## src/rtl/rtfe_pkg.sv

```systemverilog
`default_nettype none

package rtfe_pkg;

    // Frame constants
    localparam logic [7:0] DELIM_BYTE   = 8'h7E;
    localparam logic [7:0] API_ID_TX    = 8'h10;
    localparam logic [7:0] LEN_OVERHEAD = 8'd14;
    localparam logic [7:0] ZERO_BYTE    = 8'h00;
    localparam logic [7:0] CSUM_BASE    = 8'hFF;

    // Reset values of the configuration registers
    localparam logic [63:0] DEST_ADDRESS_RST = 64'h0013_A200_4032_124F;
    localparam logic [15:0] DEST_NETWORK_RST = 16'hFFFE;

    // Configuration register indexes
    localparam logic CFG_DEST_ADDRESS = 1'b0;
    localparam logic CFG_DEST_NETWORK = 1'b1;

    // Default depth of the queue between front and back
    localparam int QUEUE_DEPTH_DEF = 4;

    // Sequencer steps within one queued beat
    localparam int STEP_W = 5;
    localparam logic [STEP_W-1:0] STEP_DELIM   = 5'd0;
    localparam logic [STEP_W-1:0] STEP_LEN_HI  = 5'd1;
    localparam logic [STEP_W-1:0] STEP_LEN_LO  = 5'd2;
    localparam logic [STEP_W-1:0] STEP_API_ID  = 5'd3;
    localparam logic [STEP_W-1:0] STEP_FRAME_ID = 5'd4;
    localparam logic [STEP_W-1:0] STEP_ADDR7   = 5'd5;
    localparam logic [STEP_W-1:0] STEP_ADDR6   = 5'd6;
    localparam logic [STEP_W-1:0] STEP_ADDR5   = 5'd7;
    localparam logic [STEP_W-1:0] STEP_ADDR4   = 5'd8;
    localparam logic [STEP_W-1:0] STEP_ADDR3   = 5'd9;
    localparam logic [STEP_W-1:0] STEP_ADDR2   = 5'd10;
    localparam logic [STEP_W-1:0] STEP_ADDR1   = 5'd11;
    localparam logic [STEP_W-1:0] STEP_ADDR0   = 5'd12;
    localparam logic [STEP_W-1:0] STEP_NET_HI  = 5'd13;
    localparam logic [STEP_W-1:0] STEP_NET_LO  = 5'd14;
    localparam logic [STEP_W-1:0] STEP_RADIUS  = 5'd15;
    localparam logic [STEP_W-1:0] STEP_OPTIONS = 5'd16;
    localparam logic [STEP_W-1:0] STEP_DATA    = 5'd17;
    localparam logic [STEP_W-1:0] STEP_CSUM    = 5'd18;

    // One classified payload beat handed from front to back
    typedef struct packed {
        logic [7:0] data;
        logic [7:0] len;
        logic       first;
        logic       last;
    } entry_t;

endpackage

`default_nettype wire

```

## src/rtl/rtfe_front.sv

```systemverilog
`default_nettype none

module rtfe_front (
    input  wire logic                clk,
    input  wire logic                rst_n,
    input  wire logic                push,
    input  wire logic                q_full,
    input  wire logic [7:0]          data_byte,
    input  wire logic [7:0]          payload_length,
    output logic                     q_push,
    output rtfe_pkg::entry_t         q_entry
);

    logic       in_frame_reg;
    logic       in_frame_next;
    logic [7:0] bytes_left_reg;
    logic [7:0] bytes_left_next;
    logic       accept;

    assign accept = push && !q_full;
    assign q_push = accept;

    // Classify the beat: frame start, and whether it closes the frame
    always_comb
    begin
        if (!in_frame_reg)
        begin
            if (payload_length == 8'd0)
                bytes_left_next = 8'd0;
            else
                bytes_left_next = payload_length - 8'd1;
        end
        else if (bytes_left_reg != 8'd0)
        begin
            bytes_left_next = bytes_left_reg - 8'd1;
        end
        else
        begin
            bytes_left_next = 8'd0;
        end
        in_frame_next = (bytes_left_next != 8'd0);

        q_entry.data  = data_byte;
        q_entry.len   = payload_length;
        q_entry.first = !in_frame_reg;
        q_entry.last  = (bytes_left_next == 8'd0);
    end

    // Advance frame state on each accepted beat
    always_ff @(posedge clk or negedge rst_n)
    begin
        if (!rst_n)
        begin
            in_frame_reg   <= 1'b0;
            bytes_left_reg <= 8'd0;
        end
        else if (accept)
        begin
            in_frame_reg   <= in_frame_next;
            bytes_left_reg <= bytes_left_next;
        end
    end

endmodule

`default_nettype wire

```

## src/rtl/rtfe_queue.sv

```systemverilog
`default_nettype none

module rtfe_queue #(
    parameter int DEPTH = rtfe_pkg::QUEUE_DEPTH_DEF
) (
    input  wire logic                clk,
    input  wire logic                rst_n,
    input  wire logic                wr_en,
    input  wire rtfe_pkg::entry_t    wr_entry,
    input  wire logic                rd_en,
    output rtfe_pkg::entry_t         rd_entry,
    output logic                     full,
    output logic                     not_empty
);

    localparam int PTR_W = (DEPTH > 1) ? $clog2(DEPTH) : 1;
    localparam int CNT_W = $clog2(DEPTH + 1);
    localparam logic [PTR_W-1:0] LAST_PTR = PTR_W'(DEPTH - 1);
    localparam logic [CNT_W-1:0] FULL_CNT = CNT_W'(DEPTH);

    rtfe_pkg::entry_t slot_reg [DEPTH];
    logic [PTR_W-1:0] wr_ptr_reg;
    logic [PTR_W-1:0] rd_ptr_reg;
    logic [CNT_W-1:0] count_reg;
    logic [CNT_W-1:0] count_next;
    logic             do_wr;
    logic             do_rd;

    assign full      = (count_reg == FULL_CNT);
    assign not_empty = (count_reg != '0);
    assign do_wr     = wr_en && !full;
    assign do_rd     = rd_en && not_empty;
    assign rd_entry  = slot_reg[rd_ptr_reg];

    always_comb
    begin
        count_next = count_reg;
        if (do_wr && !do_rd)
            count_next = count_reg + CNT_W'(1);
        else if (do_rd && !do_wr)
            count_next = count_reg - CNT_W'(1);
    end

    // Store the incoming beat
    always_ff @(posedge clk)
    begin
        if (do_wr)
            slot_reg[wr_ptr_reg] <= wr_entry;
    end

    // Advance pointers and fill count
    always_ff @(posedge clk or negedge rst_n)
    begin
        if (!rst_n)
        begin
            wr_ptr_reg <= '0;
            rd_ptr_reg <= '0;
            count_reg  <= '0;
        end
        else
        begin
            if (do_wr)
                wr_ptr_reg <= (wr_ptr_reg == LAST_PTR) ? '0 : wr_ptr_reg + PTR_W'(1);
            if (do_rd)
                rd_ptr_reg <= (rd_ptr_reg == LAST_PTR) ? '0 : rd_ptr_reg + PTR_W'(1);
            count_reg <= count_next;
        end
    end

endmodule

`default_nettype wire

```

## src/rtl/rtfe_back.sv

```systemverilog
`default_nettype none

module rtfe_back (
    input  wire logic                clk,
    input  wire logic                rst_n,
    input  wire logic                cfg_write,
    input  wire logic                cfg_index,
    input  wire logic [63:0]         cfg_data,
    input  wire rtfe_pkg::entry_t    head,
    input  wire logic                head_valid,
    output logic                     head_pop,
    input  wire logic                pop,
    output logic                     empty,
    output logic [7:0]               out_byte,
    output logic                     run_last,
    output logic                     frame_end
);

    localparam int SW = rtfe_pkg::STEP_W;

    logic [63:0]   dest_address_reg;
    logic [15:0]   dest_network_reg;
    logic [SW-1:0] step_reg;
    logic [SW-1:0] step_next;
    logic [SW-1:0] eff_step;
    logic [7:0]    sum_reg;
    logic [7:0]    sum_next;
    logic          out_valid_reg;
    logic          out_valid_next;
    logic [7:0]    out_byte_reg;
    logic          run_last_reg;
    logic          frame_end_reg;
    logic          slot_free;
    logic          emit;
    logic [7:0]    emit_byte;
    logic          emit_last;
    logic          emit_csum;

    // Configuration registers
    always_ff @(posedge clk or negedge rst_n)
    begin
        if (!rst_n)
        begin
            dest_address_reg <= rtfe_pkg::DEST_ADDRESS_RST;
            dest_network_reg <= rtfe_pkg::DEST_NETWORK_RST;
        end
        else if (cfg_write)
        begin
            unique case (cfg_index)
                rtfe_pkg::CFG_DEST_ADDRESS: dest_address_reg <= cfg_data;
                rtfe_pkg::CFG_DEST_NETWORK: dest_network_reg <= cfg_data[15:0];
                default: ;
            endcase
        end
    end

    // A beat that continues a frame skips the header steps
    assign eff_step  = head.first ? step_reg : SW'(step_reg + rtfe_pkg::STEP_DATA);
    assign slot_free = !out_valid_reg || pop;
    assign emit      = head_valid && slot_free;
    assign emit_csum = (eff_step == rtfe_pkg::STEP_CSUM);
    assign emit_last = emit_csum || ((eff_step == rtfe_pkg::STEP_DATA) && !head.last);
    assign head_pop  = emit && emit_last;

    // Select the byte for the current step
    always_comb
    begin
        unique case (eff_step)
            rtfe_pkg::STEP_DELIM:    emit_byte = rtfe_pkg::DELIM_BYTE;
            rtfe_pkg::STEP_LEN_HI:   emit_byte = rtfe_pkg::ZERO_BYTE;
            rtfe_pkg::STEP_LEN_LO:   emit_byte = head.len + rtfe_pkg::LEN_OVERHEAD;
            rtfe_pkg::STEP_API_ID:   emit_byte = rtfe_pkg::API_ID_TX;
            rtfe_pkg::STEP_FRAME_ID: emit_byte = rtfe_pkg::ZERO_BYTE;
            rtfe_pkg::STEP_ADDR7:    emit_byte = dest_address_reg[63:56];
            rtfe_pkg::STEP_ADDR6:    emit_byte = dest_address_reg[55:48];
            rtfe_pkg::STEP_ADDR5:    emit_byte = dest_address_reg[47:40];
            rtfe_pkg::STEP_ADDR4:    emit_byte = dest_address_reg[39:32];
            rtfe_pkg::STEP_ADDR3:    emit_byte = dest_address_reg[31:24];
            rtfe_pkg::STEP_ADDR2:    emit_byte = dest_address_reg[23:16];
            rtfe_pkg::STEP_ADDR1:    emit_byte = dest_address_reg[15:8];
            rtfe_pkg::STEP_ADDR0:    emit_byte = dest_address_reg[7:0];
            rtfe_pkg::STEP_NET_HI:   emit_byte = dest_network_reg[15:8];
            rtfe_pkg::STEP_NET_LO:   emit_byte = dest_network_reg[7:0];
            rtfe_pkg::STEP_RADIUS:   emit_byte = rtfe_pkg::ZERO_BYTE;
            rtfe_pkg::STEP_OPTIONS:  emit_byte = rtfe_pkg::ZERO_BYTE;
            rtfe_pkg::STEP_DATA:     emit_byte = head.data;
            rtfe_pkg::STEP_CSUM:     emit_byte = rtfe_pkg::CSUM_BASE - sum_reg;
            default:                 emit_byte = rtfe_pkg::ZERO_BYTE;
        endcase
    end

    // Restart the checksum at the API id, add every byte through the payload
    always_comb
    begin
        sum_next = sum_reg;
        if (eff_step == rtfe_pkg::STEP_API_ID)
            sum_next = rtfe_pkg::API_ID_TX;
        else if ((eff_step > rtfe_pkg::STEP_API_ID) && (eff_step <= rtfe_pkg::STEP_DATA))
            sum_next = sum_reg + emit_byte;
    end

    always_comb
    begin
        if (emit_last)
            step_next = '0;
        else
            step_next = step_reg + SW'(1);
        out_valid_next = emit || (out_valid_reg && !pop);
    end

    // Advance the sequencer
    always_ff @(posedge clk or negedge rst_n)
    begin
        if (!rst_n)
        begin
            step_reg      <= '0;
            sum_reg       <= '0;
            out_valid_reg <= 1'b0;
        end
        else
        begin
            out_valid_reg <= out_valid_next;
            if (emit)
            begin
                step_reg <= step_next;
                sum_reg  <= sum_next;
            end
        end
    end

    // Hold the result beat until popped
    always_ff @(posedge clk)
    begin
        if (emit)
        begin
            out_byte_reg  <= emit_byte;
            run_last_reg  <= emit_last;
            frame_end_reg <= emit_csum;
        end
    end

    assign empty     = !out_valid_reg;
    assign out_byte  = out_byte_reg;
    assign run_last  = run_last_reg;
    assign frame_end = frame_end_reg;

    // Checksum beat always closes its run
    assert property (@(posedge clk) disable iff (!rst_n)
        (out_valid_reg && frame_end_reg) |-> run_last_reg)
        else $error("checksum beat without run_last");

    // Sequencer never runs past the checksum step
    assert property (@(posedge clk) disable iff (!rst_n)
        head_valid |-> (eff_step <= rtfe_pkg::STEP_CSUM))
        else $error("sequencer step out of range");

    // A waiting result is not dropped while not popped
    assert property (@(posedge clk) disable iff (!rst_n)
        (out_valid_reg && !pop) |=> out_valid_reg)
        else $error("result beat lost");

    // Continuation beats start at the payload step
    assert property (@(posedge clk) disable iff (!rst_n)
        (head_valid && !head.first) |-> (eff_step >= rtfe_pkg::STEP_DATA))
        else $error("continuation beat entered header");

endmodule

`default_nettype wire

```

## src/rtl/radio_api_transmit_frame_encoder_top.sv

```systemverilog
// Path: each accepted beat is queued, and its result bytes are registered in the output
// slot before the ports. Throughput: one payload beat per cycle inside a frame while pop
// keeps the slot free; a frame's first beat emits 18 bytes (header plus payload), and a
// closing beat also the checksum. The output sequencer, one byte per cycle when popped,
// sets this rate; a 4-deep queue decouples input. Reset: rst_n clears queue, frame state
// and sequencer at once; address registers return to their default values.
`default_nettype none

module radio_api_transmit_frame_encoder_top #(
    parameter int QUEUE_DEPTH = rtfe_pkg::QUEUE_DEPTH_DEF
) (
    input  wire logic        clk,
    input  wire logic        rst_n,
    input  wire logic        push,
    output logic             full,
    input  wire logic [7:0]  data_byte,
    input  wire logic [7:0]  payload_length,
    input  wire logic        pop,
    output logic             empty,
    output logic [7:0]       out_byte,
    output logic             run_last,
    output logic             frame_end,
    input  wire logic        cfg_write,
    input  wire logic        cfg_index,
    input  wire logic [63:0] cfg_data
);

    rtfe_pkg::entry_t q_in;
    rtfe_pkg::entry_t q_head;
    logic             q_push;
    logic             q_pop;
    logic             q_full;
    logic             q_valid;

    assign full = q_full;

    rtfe_front u_front (
        .clk            (clk),
        .rst_n          (rst_n),
        .push           (push),
        .q_full         (q_full),
        .data_byte      (data_byte),
        .payload_length (payload_length),
        .q_push         (q_push),
        .q_entry        (q_in)
    );

    rtfe_queue #(
        .DEPTH (QUEUE_DEPTH)
    ) u_queue (
        .clk       (clk),
        .rst_n     (rst_n),
        .wr_en     (q_push),
        .wr_entry  (q_in),
        .rd_en     (q_pop),
        .rd_entry  (q_head),
        .full      (q_full),
        .not_empty (q_valid)
    );

    rtfe_back u_back (
        .clk        (clk),
        .rst_n      (rst_n),
        .cfg_write  (cfg_write),
        .cfg_index  (cfg_index),
        .cfg_data   (cfg_data),
        .head       (q_head),
        .head_valid (q_valid),
        .head_pop   (q_pop),
        .pop        (pop),
        .empty      (empty),
        .out_byte   (out_byte),
        .run_last   (run_last),
        .frame_end  (frame_end)
    );

endmodule

`default_nettype wire
```

## config.mk

```make
export PLATFORM = sky130hd
export DESIGN_NAME = radio_api_transmit_frame_encoder_top
export DESIGN_NICKNAME = d
export VERILOG_FILES = /design/src/rtl/rtfe_pkg.sv /design/src/rtl/rtfe_front.sv /design/src/rtl/rtfe_queue.sv /design/src/rtl/rtfe_back.sv /design/src/rtl/radio_api_transmit_frame_encoder_top.sv
export SDC_FILE = /design/constraint.sdc
export NUM_CORES = 1
export LEC_CHECK = 0
export BUFFER_PORTS_ARGS = -buffer_cell sky130_fd_sc_hd__buf_2
export CAP_MARGIN = 20
export CORE_MARGIN = 10
export CORE_UTILIZATION = 40
export DETAILED_ROUTE_END_ITERATION = 7
export GPL_TIMING_DRIVEN = 0
export SYNTH_ARGS = -nofsm -noshare
export SYNTH_HDL_FRONTEND = slang
export SYNTH_SLANG_ARGS = --single-unit
```

## constraint.sdc

```tcl
create_clock -name clk -period 5.1 [get_ports clk]
set_input_delay 0.765 -clock clk [delete_from_list [all_inputs] [get_ports clk]]
set_output_delay 0.765 -clock clk [all_outputs]
set_load 0.05 [all_outputs]
```

Yosys cells after proc, flatten, opt, wreduce, memory -nomap -nowiden. Memory sizes are Yosys's and may differ from the RTL's. Index checks and enable logic that the tools add are counted.

Add/sub/neg operators: 11. Magnitude comparators: 2. Eq/ne operators: 17. Muxes and demuxes: 14. Bitwise gates (word level): 1. Reduce and logical (&&, ||, !) cells: 31.

Operator list (number): one-hot mux 8 bit (15 select lines) (1); two-way mux 8 bit (5); equality test 5 x 4 -> 1 bit (second input constant) (7); zero test 8 bit (2); nonzero test 8 bit (2); subtractor 8 x 1 -> 8 bit (second input constant) (2); equality test 5 x 3 -> 1 bit (second input constant) (3); equality test 5 x 2 -> 1 bit (second input constant) (2); equality test 5 bit (second input constant) (2); logical AND 1 bit (10); two-way mux 5 bit (2); adder 8 x 4 -> 8 bit (second input constant) (1); adder 8 bit (1); subtractor 8 bit (first input constant) (1); zero test 1 bit (7); two-way mux 3 bit (2); AND reduction 2 bit (3); adder 5 x 1 -> 5 bit (second input constant) (1); adder 5 bit (second input constant) (1); greater-than comparator 5 x 2 -> 1 bit (second input constant) (1); <= comparator 5 bit (second input constant) (1); zero test 5 bit (1); adder 2 x 1 -> 2 bit (second input constant) (2); equality test 2 bit (second input constant) (2); other kinds (9) (14).

Register bits: 120. Bits in writable memories: 72. Output and inout bits: 12. Memories kept: 1.

Memory list: u_queue.slot_reg (depth 4, bits a word 18, read ports 1, clocked after memory_dff 0, wr ports 1, RTL line rtfe_queue.sv:21) `rtfe_pkg::entry_t slot_reg [DEPTH];`.

Depth between registers and ports, before layout. Gate-level depths: netlist of run 1.

Depth in word-level cells: 10. Mapped depth: 21. Gate-level depth less buffers: 18.

Modules after synthesis. From an unflattened synthesis of run 1, not the netlist that was laid out.

Cell total of the unflattened synthesis: 744. Area, all modules: 9709.3 µm².

Modules (own cells, without submodules): rtfe_back (times used 1, cells each 505, area each 5729.2 µm²); rtfe_queue (times used 1, cells each 131, area each 3061.7 µm²); rtfe_front (times used 1, cells each 108, area each 918.4 µm²).

Worst setup path before layout of run 1. Ideal clock, no wire load.

Path type: register to register. Start: reg u_queue.rd_ptr_reg[0]. End: reg u_back.sum_reg[7]. Library setup time: 0.126 ns. Arrival time: 3.917 ns. Slack: 1.056 ns. Stages on the path, launching flop included: 18. Cell sequence: dfrtp_1 -> mux4_2 -> buf_6 -> and3_4 -> o21ai_0 -> inv_1 -> a222oi_1 -> and3_1 -> nand4_1 -> ha_1 -> a21oi_1 -> o21ai_0 -> a21oi_1 -> o21bai_1 -> a21oi_1 -> or3_1 -> and2_0 -> a311o_1.

Cells in the longest elaborated chain, start to end: 7. Elaborated cells between the ends (all ways): 27. Those cells by class: add/sub: 2; order compare: 2; eq/ne: 14; mux: 4; reduce/logical: 4; memory: 1.

RTL lines: start: declaration (RTL line rtfe_queue.sv:23) `logic [PTR_W-1:0] rd_ptr_reg;`; start signal: assignment (RTL line rtfe_queue.sv:65) `rd_ptr_reg <= (rd_ptr_reg == LAST_PTR) ? '0 : rd_ptr_reg + PTR_W'(1);`; memory read (4 x 18 bit); two-way mux 5 bit (RTL line rtfe_back.sv:58) `assign eff_step = head.first ? step_reg : SW'(step_reg + rtfe_pkg::STEP_DATA);`; equality test 5 bit; via u_back.emit_csum (RTL line rtfe_back.sv:37) `logic emit_csum;`; one-hot mux 8 bit (15 select lines) (RTL line rtfe_back.sv:68) `unique case (eff_step)`; via u_back.emit_byte[1] (RTL line rtfe_back.sv:35) `logic [7:0] emit_byte;`; adder 8 bit (RTL line rtfe_back.sv:99) `sum_next = sum_reg + emit_byte;`; two-way mux 8 bit (RTL line rtfe_back.sv:98) `else if ((eff_step > rtfe_pkg::STEP_API_ID) && (eff_step <= rtfe_pkg::STEP_DATA))`; two-way mux 8 bit (RTL line rtfe_back.sv:96) `if (eff_step == rtfe_pkg::STEP_API_ID)`; end signal: assignment (RTL line rtfe_back.sv:126) `sum_reg <= sum_next;`; end: declaration (RTL line rtfe_back.sv:26) `logic [7:0] sum_reg;`.

The timed path passes the listed nets, and every way through them passes these cells. The select of a mux whose other input is x is not followed. A chain may end at the register's enable or synchronous reset.

Worst setup path after layout of run 1.
Start: reg u_back.step_reg[1]. End: reg u_back.sum_reg[7].

Cells in the longest elaborated chain, start to end: 7. Elaborated cells between the ends (all ways): 26. Those cells by class: add/sub: 2; order compare: 2; eq/ne: 14; mux: 4; reduce/logical: 4.

RTL lines: start: declaration (RTL line rtfe_back.sv:23) `logic [SW-1:0] step_reg;`; start signal: assignment (RTL line rtfe_back.sv:125) `step_reg <= step_next;`; adder 5 bit (RTL line rtfe_back.sv:58); two-way mux 5 bit (*) (RTL line rtfe_back.sv:58); equality test 5 bit, or another cell as far along (RTL line rtfe_back.sv:68); one-hot mux 8 bit (15 select lines) (*) (RTL line rtfe_back.sv:68); via u_back.emit_byte[1] (RTL line rtfe_back.sv:35); adder 8 bit (*) (RTL line rtfe_back.sv:99); two-way mux 8 bit (*) (RTL line rtfe_back.sv:98); two-way mux 8 bit (*) (RTL line rtfe_back.sv:96).

The timed path passes the listed nets; every way through them passes the cells marked *. The select of a mux whose other input is x is not followed.

==> results.yml, run 1 <==
layout:
  n_fill_cell: 2025
  area_delta_synth_final_pct: 16.8
  final_common_cell: "buf_2"
  num_antenna_cells: 0
  drive_above_1_share_pct: 34.3
  largest_reg_flops: 72
  layout_common_cells: "101 x buf_2, 85 x mux2_2, 82 x edfxtp_1"
  final_nets: 937
  final_area_mm2: 0.0108
timing:
  tightest_slew_ns: 1.02
  grt_setup_unrepaired: "no"
  drv_slew: 0
  whs_ns: 0.181
  finalSetupViolCount: 0
  finalCritPeriodShare_pct: 94.6
  fin_tns_setup_ns: 0
  slew_headroom_pct: 31.5
  fin_crit_ns: 4.82
  hold_violations: 0
  max_freq_ghz: 0.207
  fin_skew_ns: 0.0144
yosys:
  synth_enable_flop_cells: 82
  yosysWarnings: 0
  avgSynthCellArea_um2: 13.0
  synth.distinct_cells: 67
  synth_seq_area_share_pct: 57.0
  synth_nets: 816
  ys.flop_type: "edfxtp_1"
  netlist_instances: 711
  ys_seq_elements: 192
  synth_async_sr_flop_share_pct: 57.3
  syn_area_mm2: 0.00921
critical_path:
  r2r_setup_slack_ns: 0.28
  worstSetupEndpointType: "flop"
  worstReg2RegStart: "u_back.step_reg[1]"
  slowest_stage: "dfrtp_2"
  timing.rr.end: "u_back.sum_reg[7]"
  worstPathCellList: "ha_1 -> clkbuf_2 -> nor2_1 -> a32oi_1 -> a21oi_1 -> or2_2 -> clkbuf_1 -> a222oi_1 -> and3_1 -> nand4_1 -> ha_1 -> a21oi_1 -> o21ai_0 -> a21oi_1 -> o21bai_1 -> a21oi_1 -> or3_1 -> and2_0 -> a311o_1"
  critPathMaxStageDelay_ns: 0.44
  path_class: "flop to flop"
  startpoint: "u_back.step_reg[1]"
  crit_path_max_fanout: 10
  crit_buf_inv: 2
  cp.arrival_ns: 5.15
  crit_family: "compound AO/OA/AOI/OAI gates"
  worstRegToRegCells: 19
  cp_data_required_time_ns: 5.42
  crit_top_cell: "a21oi_1"
  setup.worst_path.start_class: "flop"
detailed_routing:
  drc: 0
  ant_nets: 0
  first_pass_iters: 6
  wl_um: 23400
  detail_route.iter0.violations: 512
  vias: 6289
  routedWlPerCell_um: 20.7
  viasPerCell: 5.57
clocking:
  numCtsBuffers: 17
  cts_num_sinks: 192
  clkLatencyLatePin_ns: 0.44
  path_clk_slew_ns: 0.08
  cts_tree: "yes"
  cts.htree.levels: 4
  cts_root_buffer: "clkbuf_16"
  clockBufferDepth: 2
global_route:
  grt_max_degree: 86
  grtUsageTotal_pct: 16.0
  globalRouteOverflowTotal: 0
  antenna_found_initial: 0
  grt_pass1_wl_um: 36000
  grt_pass1_vias: 6257
floorplanning:
  start_util_pct: 40.7
  coreArea_mm2: 0.0226
  ioPinCount: 98
  die_w_um: 172
  fp-row-count: 55
  dieArea_mm2: 0.0295
  die_h_um: 172
place:
  portBuffers: 97
  postPlaceCellArea_mm2: 0.0101
  place_congestion: 0.935
  dp_hpwl_um: 17400
power_and_ir_drop:
  swShare_pct: 39.7
  power-per-cell-area_mw_per_mm2: 597
  pwr-share-comb_pct: 43.3
  p_int_w: 0.00387
  clkPwrFrac_pct: 21.6
  seqPwrFrac_pct: 35.1
  power_leakage_nw: 4.25
  vdd_drop_max_v: 0.000281
  p_sw_w: 0.00255
status:
  status: "finished clean"
min_path:
  min_path_type: "primary input to async pin"
flow_run:
  cap_violations: 0
-- Yosys cell counts, types with 9 or more instances --
library cell,instances,share of area (%)
mux2_2,85,10
edfxtp_1,82,27
dfrtp_1,78,21
nand2_1,55,2.2
dfstp_2,32,9.1
inv_1,31,1.3
nor2_1,30,1.2
o21ai_0,28,1.5
clkbuf_1,20,0.81
a21oi_1,18,0.98
mux4_2,18,4.4
ha_1,17,2.3
xnor2_1,15,1.4
nand3_1,14,0.76
nor3_1,13,0.71
o22ai_1,13,0.88
xor2_1,12,1.1
a222oi_1,11,1.2
mux2i_1,9,0.98
nand2b_1,9,0.61
-- power groups by stage --
stage,clock [W],combinational (W),sequential (W)
floorplan,0,0.00190,0.00236
global placement,0,0.00269,0.00228
detailed placement,0,0.00272,0.00228
CTS,0.00142,0.00273,0.00226
global route,0.00149,0.00305,0.00230
finish,0.00139,0.00278,0.00226
-- worst max path at each step --
stage,end,slack (ns),depth (start not counted)
global route,u_back.sum_reg[7],0.01,19
finish,u_back.sum_reg[7],0.28,19
floorplan,u_back.sum_reg[7],1.06,17
global placement,u_back.sum_reg[7],-0.08,18
detailed placement,u_back.sum_reg[7],-0.11,18
CTS,u_back.sum_reg[7],0.11,18
-- cells by family (layout without fill, tap and decap cells) --
group	Yosys count	after routing	share of synthesized area (%)
AOI/OAI and AO/OA	129	129	9.96
xor gates and xnor gates	27	27	2.57
adders and majority gates	19	19	2.74
buffers and inverters	61	195	2.66
DFF	192	192	57.0
muxes	112	112	15.8
and+or+nand+nor	171	171	9.26
-- stage by stage --
| step | instances | util (%) | setup WS, ns | total power, W |
|---|---|---|---|---|
| floorplan | 711 | - | 1.06 | 0.00426 |
| global placement | 1093 | 44.4 | -0.0807 | 0.00496 |
| detailed placement | 1095 | 44.6 | -0.110 | 0.00500 |
| CTS | 1127 | 47.3 | 0.106 | 0.00640 |
| global route | 1130 | 47.5 | 0.0123 | 0.00684 |
| finish | 1130 | 47.5 | 0.276 | 0.00642 |
-- metal layers --
metal  up-vias  wire length [um]  GRT usage, %
li1       2937                 -             -
met1      3164             10800          21.9
met2       170             11300          25.7
met3        18              1090          3.09
met4         0               242          3.64
met5         -                 0             0
-- final cells by class --
| cell class | count | area [um2] | share of cell area, % |
|---|---|---|---|
| Timing Repair Buffer | 104 | 562 | 5.22 |
| Buffer | 28 | 123 | 1.14 |
| Clock buffer | 17 | 425 | 3.95 |
| Inverter | 31 | 116 | 1.08 |
| Sequential cell | 192 | 5260 | 48.9 |
| Tap cell | 285 | 357 | 3.32 |
| Multi-Input combinational cell | 458 | 3730 | 34.7 |
| Clock inverter | 15 | 188 | 1.74 |
-- repair_timing --
| action | 4_1_cts | 5_1_grt |
|---|---|---|
| endpoints found under the setup margin | 1 | 2 |
| cloned | 0 | 0 |
| setup buffers | 0 | 5 |
| gates resized for setup | 2 | 6 |
| hold buffers | 0 | 0 |
| pin swaps | 0 | 2 |
(Power assumes the default switching activity.)
==> inputs of run 2 (changes only) <==
--- a/config.mk
+++ b/config.mk
@@ -5,6 +5,7 @@
 export SDC_FILE = /design/constraint.sdc
 export NUM_CORES = 1
 export LEC_CHECK = 0
+export ABC_AREA = 1
 export BUFFER_PORTS_ARGS = -buffer_cell sky130_fd_sc_hd__buf_2
 export CAP_MARGIN = 20
 export CORE_MARGIN = 10
==> results.yml, run 2 <==
yosys:
  synthMostInstantiatedCell: "nand2_1"
  ys_seq_elements: 192
  yosysTopAreaCell: "edfxtp_1"
  avgSynthCellArea_um2: 9.84
  synth_area_leaders: "edfxtp_1 27%, dfrtp_1 21%, dfstp_2 9.1%"
  yosysWarnings: 0
  synth_async_sr_flop_share_pct: 57.3
  synth_seq_area_share_pct: 57.0
  netlist_instances: 937
  synth_common_cells: "174 x nand2_1, 99 x inv_1, 84 x o21ai_0"
  syn_area_mm2: 0.00922
  synth_enable_flop_cells: 82
  synth.distinct_cells: 44
  synth_nets: 1042
  synth_top_cell_area_share_pct: 26.7
  ys.flop_type: "edfxtp_1"
critical_path:
  cp_data_required_time_ns: 5.41
  setup.worst_path.start_class: "flop"
  r2r_setup_slack_ns: 0.89
  path_class: "flop to flop"
  worstRegToRegCells: 19
  cp.arrival_ns: 4.52
  timing.rr.end: "u_back.sum_reg[6]"
  worstSetupEndpointType: "flop"
  worstReg2RegStart: "u_queue.rd_ptr_reg[0]"
  crit_path_max_fanout: 10
global_route:
  antenna_found_initial: 0
  globalRouteOverflowTotal: 0
  grt_pass1_vias: 6852
  grt_pass1_wl_um: 37000
  grt_max_degree: 57
  grtUsageTotal_pct: 16.2
clocking:
  clkLatencyLatePin_ns: 0.44
  ctsResizeCount: 0
  cts_tree: "yes"
  cts.htree.levels: 4
  cts_root_buffer: "clkbuf_16"
  clockBufferDepth: 2
  postCtsSetupBuffers: 0
  path_clk_slew_ns: 0.07
  numCtsBuffers: 17
  hold_buffers: 0
  cts_num_sinks: 192
power_and_ir_drop:
  power-per-cell-area_mw_per_mm2: 604
  vdd_drop_max_v: 0.000307
  power_leakage_nw: 4.74
detailed_routing:
  vias: 6961
  detail_route.iter0.violations: 490
  drc: 0
  wl_um: 23700
  routedWlPerCell_um: 17.5
  viasPerCell: 5.13
  first_pass_iters: 5
  ant_nets: 0
layout:
  final_nets: 1164
  area_delta_synth_final_pct: 16.9
  drive_above_1_share_pct: 23.8
  layout_common_cells: "174 x nand2_1, 101 x buf_2, 99 x inv_1"
  largest_reg_flops: 72
  num_antenna_cells: 0
  final_area_mm2: 0.0108
  final_common_cell: "nand2_1"
timing:
  tightest_slew_ns: 0.653
  hold_violations: 0
  fin_tns_setup_ns: 0
  max_freq_ghz: 0.238
  finalCritPeriodShare_pct: 82.6
  grt_setup_unrepaired: "no"
  layout_setup_ws_ns: 0.889
  slew_headroom_pct: 56.5
  whs_ns: 0.294
  finalSetupViolCount: 0
  fin_skew_ns: 0.0121
  fin_crit_ns: 4.21
  drv_slew: 0
floorplanning:
  coreArea_mm2: 0.0226
  dieArea_mm2: 0.0295
  start_util_pct: 40.7
  ioPinCount: 98
  fp-row-count: 55
  die_w_um: 172
  die_h_um: 172
place:
  portBuffers: 97
  pre_cts_ws_ns: 0.866
  dp_hpwl_um: 17600
  postPlaceCellArea_mm2: 0.0102
  place_congestion: 0.864
min_path:
  min_path_type: "primary input to async pin"
status:
  status: "finished clean"
flow_run:
  cap_violations: 0
run 2: cell types whose count changed after synthesis, moves of 9 or more:
| cell | delta |
|---|---|
| mux2i_1 | -9 |
| nand2_2 | +11 |
| o21ai_0 | +56 |
| nand2_1 | +119 |
| a222oi_1 | -11 |
| mux2_2 | -47 |
| nor2_1 | +40 |
| a21oi_1 | +20 |
| nand2b_1 | -9 |
| inv_1 | +68 |
| nand3_1 | +58 |
| mux4_2 | -18 |
run 2: how the worst max path moves through the flow:
| stage | cells past startpoint | start | endpoint | slack, ns |
|---|---|---|---|---|
| final | 19 | u_queue.rd_ptr_reg[0] | u_back.sum_reg[6] | 0.89 |
| after global routing | 19 | u_queue.rd_ptr_reg[0] | u_back.sum_reg[6] | 0.57 |
| after CTS | 19 | u_queue.rd_ptr_reg[0] | u_back.sum_reg[6] | 0.85 |
| after detailed placement | 19 | u_queue.rd_ptr_reg[0] | u_back.sum_reg[6] | 0.87 |
| after global placement | 19 | u_queue.rd_ptr_reg[0] | u_back.sum_reg[6] | 0.95 |
| after floorplan | 19 | u_queue.rd_ptr_reg[0] | u_back.sum_reg[6] | 1.90 |
run 2: critical path, stage by stage, from the launching register on:
cell and delay [ns]:
dfrtp_1 0.44, inv_2 0.16, nand2_1 0.08, nand3_2 0.16
nand2_2 0.10, buf_6 0.15, o21ai_2 0.27, nor2_4 0.12
buf_2 0.24, nand2_1 0.12, nor2_1 0.04, a211oi_1 0.49
nand4_1 0.22, ha_1 0.27, fa_1 0.42, a31oi_1 0.24
o21ai_0 0.12, a21oi_1 0.17, xor2_1 0.17, o22ai_1 0.09
run 2: kinds of logic after synthesis:
group	after synthesis	synth area share [%]
XOR/XNOR	24	2.28
AND/OR/NAND/NOR	370	18.0
multiplexers	38	4.64
buffers and inverters	135	5.65
flip-flops	192	57.0
AO/OA/AOI/OAI	159	9.65
adder cells (fa/ha/maj)	19	2.74
run 2: area by class of cell:
| cell class | instances | area [um2] |
|---|---|---|
| multi-input cells | 610 | 3450 |
| flip-flops and latches | 192 | 5260 |
| well taps | 285 | 357 |
| clock buffers | 17 | 425 |
| inverters | 106 | 398 |
| plain buffers | 29 | 123 |
| repair buffers | 103 | 591 |
| clock inverters | 15 | 175 |
| fillers | 2179 | 11900 |
run 2: layer usage:
metal  vias up  track usage, %  wire length [um]
met5         -               0                 0
met4         0            4.05               255
met3        17            3.16              1260
met2       167            25.8             11100
met1      3371            22.1             11100
li1       3406               -                 -
run 2: stage by stage:
stage / instances / util, % / total power, W
2_1_floorplan: 937 / - / 0.00436
3_3_place_gp: 1319 / 44.4 / 0.00509
3_5_place_dp: 1324 / 44.9 / 0.00518
4_1_cts: 1356 / 47.5 / 0.00653
5_1_grt: 1357 / 47.6 / 0.00698
6_report: 1357 / 47.6 / 0.00651
run 2: power breakdown:
| group | internal, W | switching, W |
|---|---|---|
| Clock | 0.000699 | 0.000652 |
| Combinational | 0.000959 | 0.00196 |
| Sequential | 0.00205 | 0.000188 |
| Total | 0.00371 | 0.00280 |
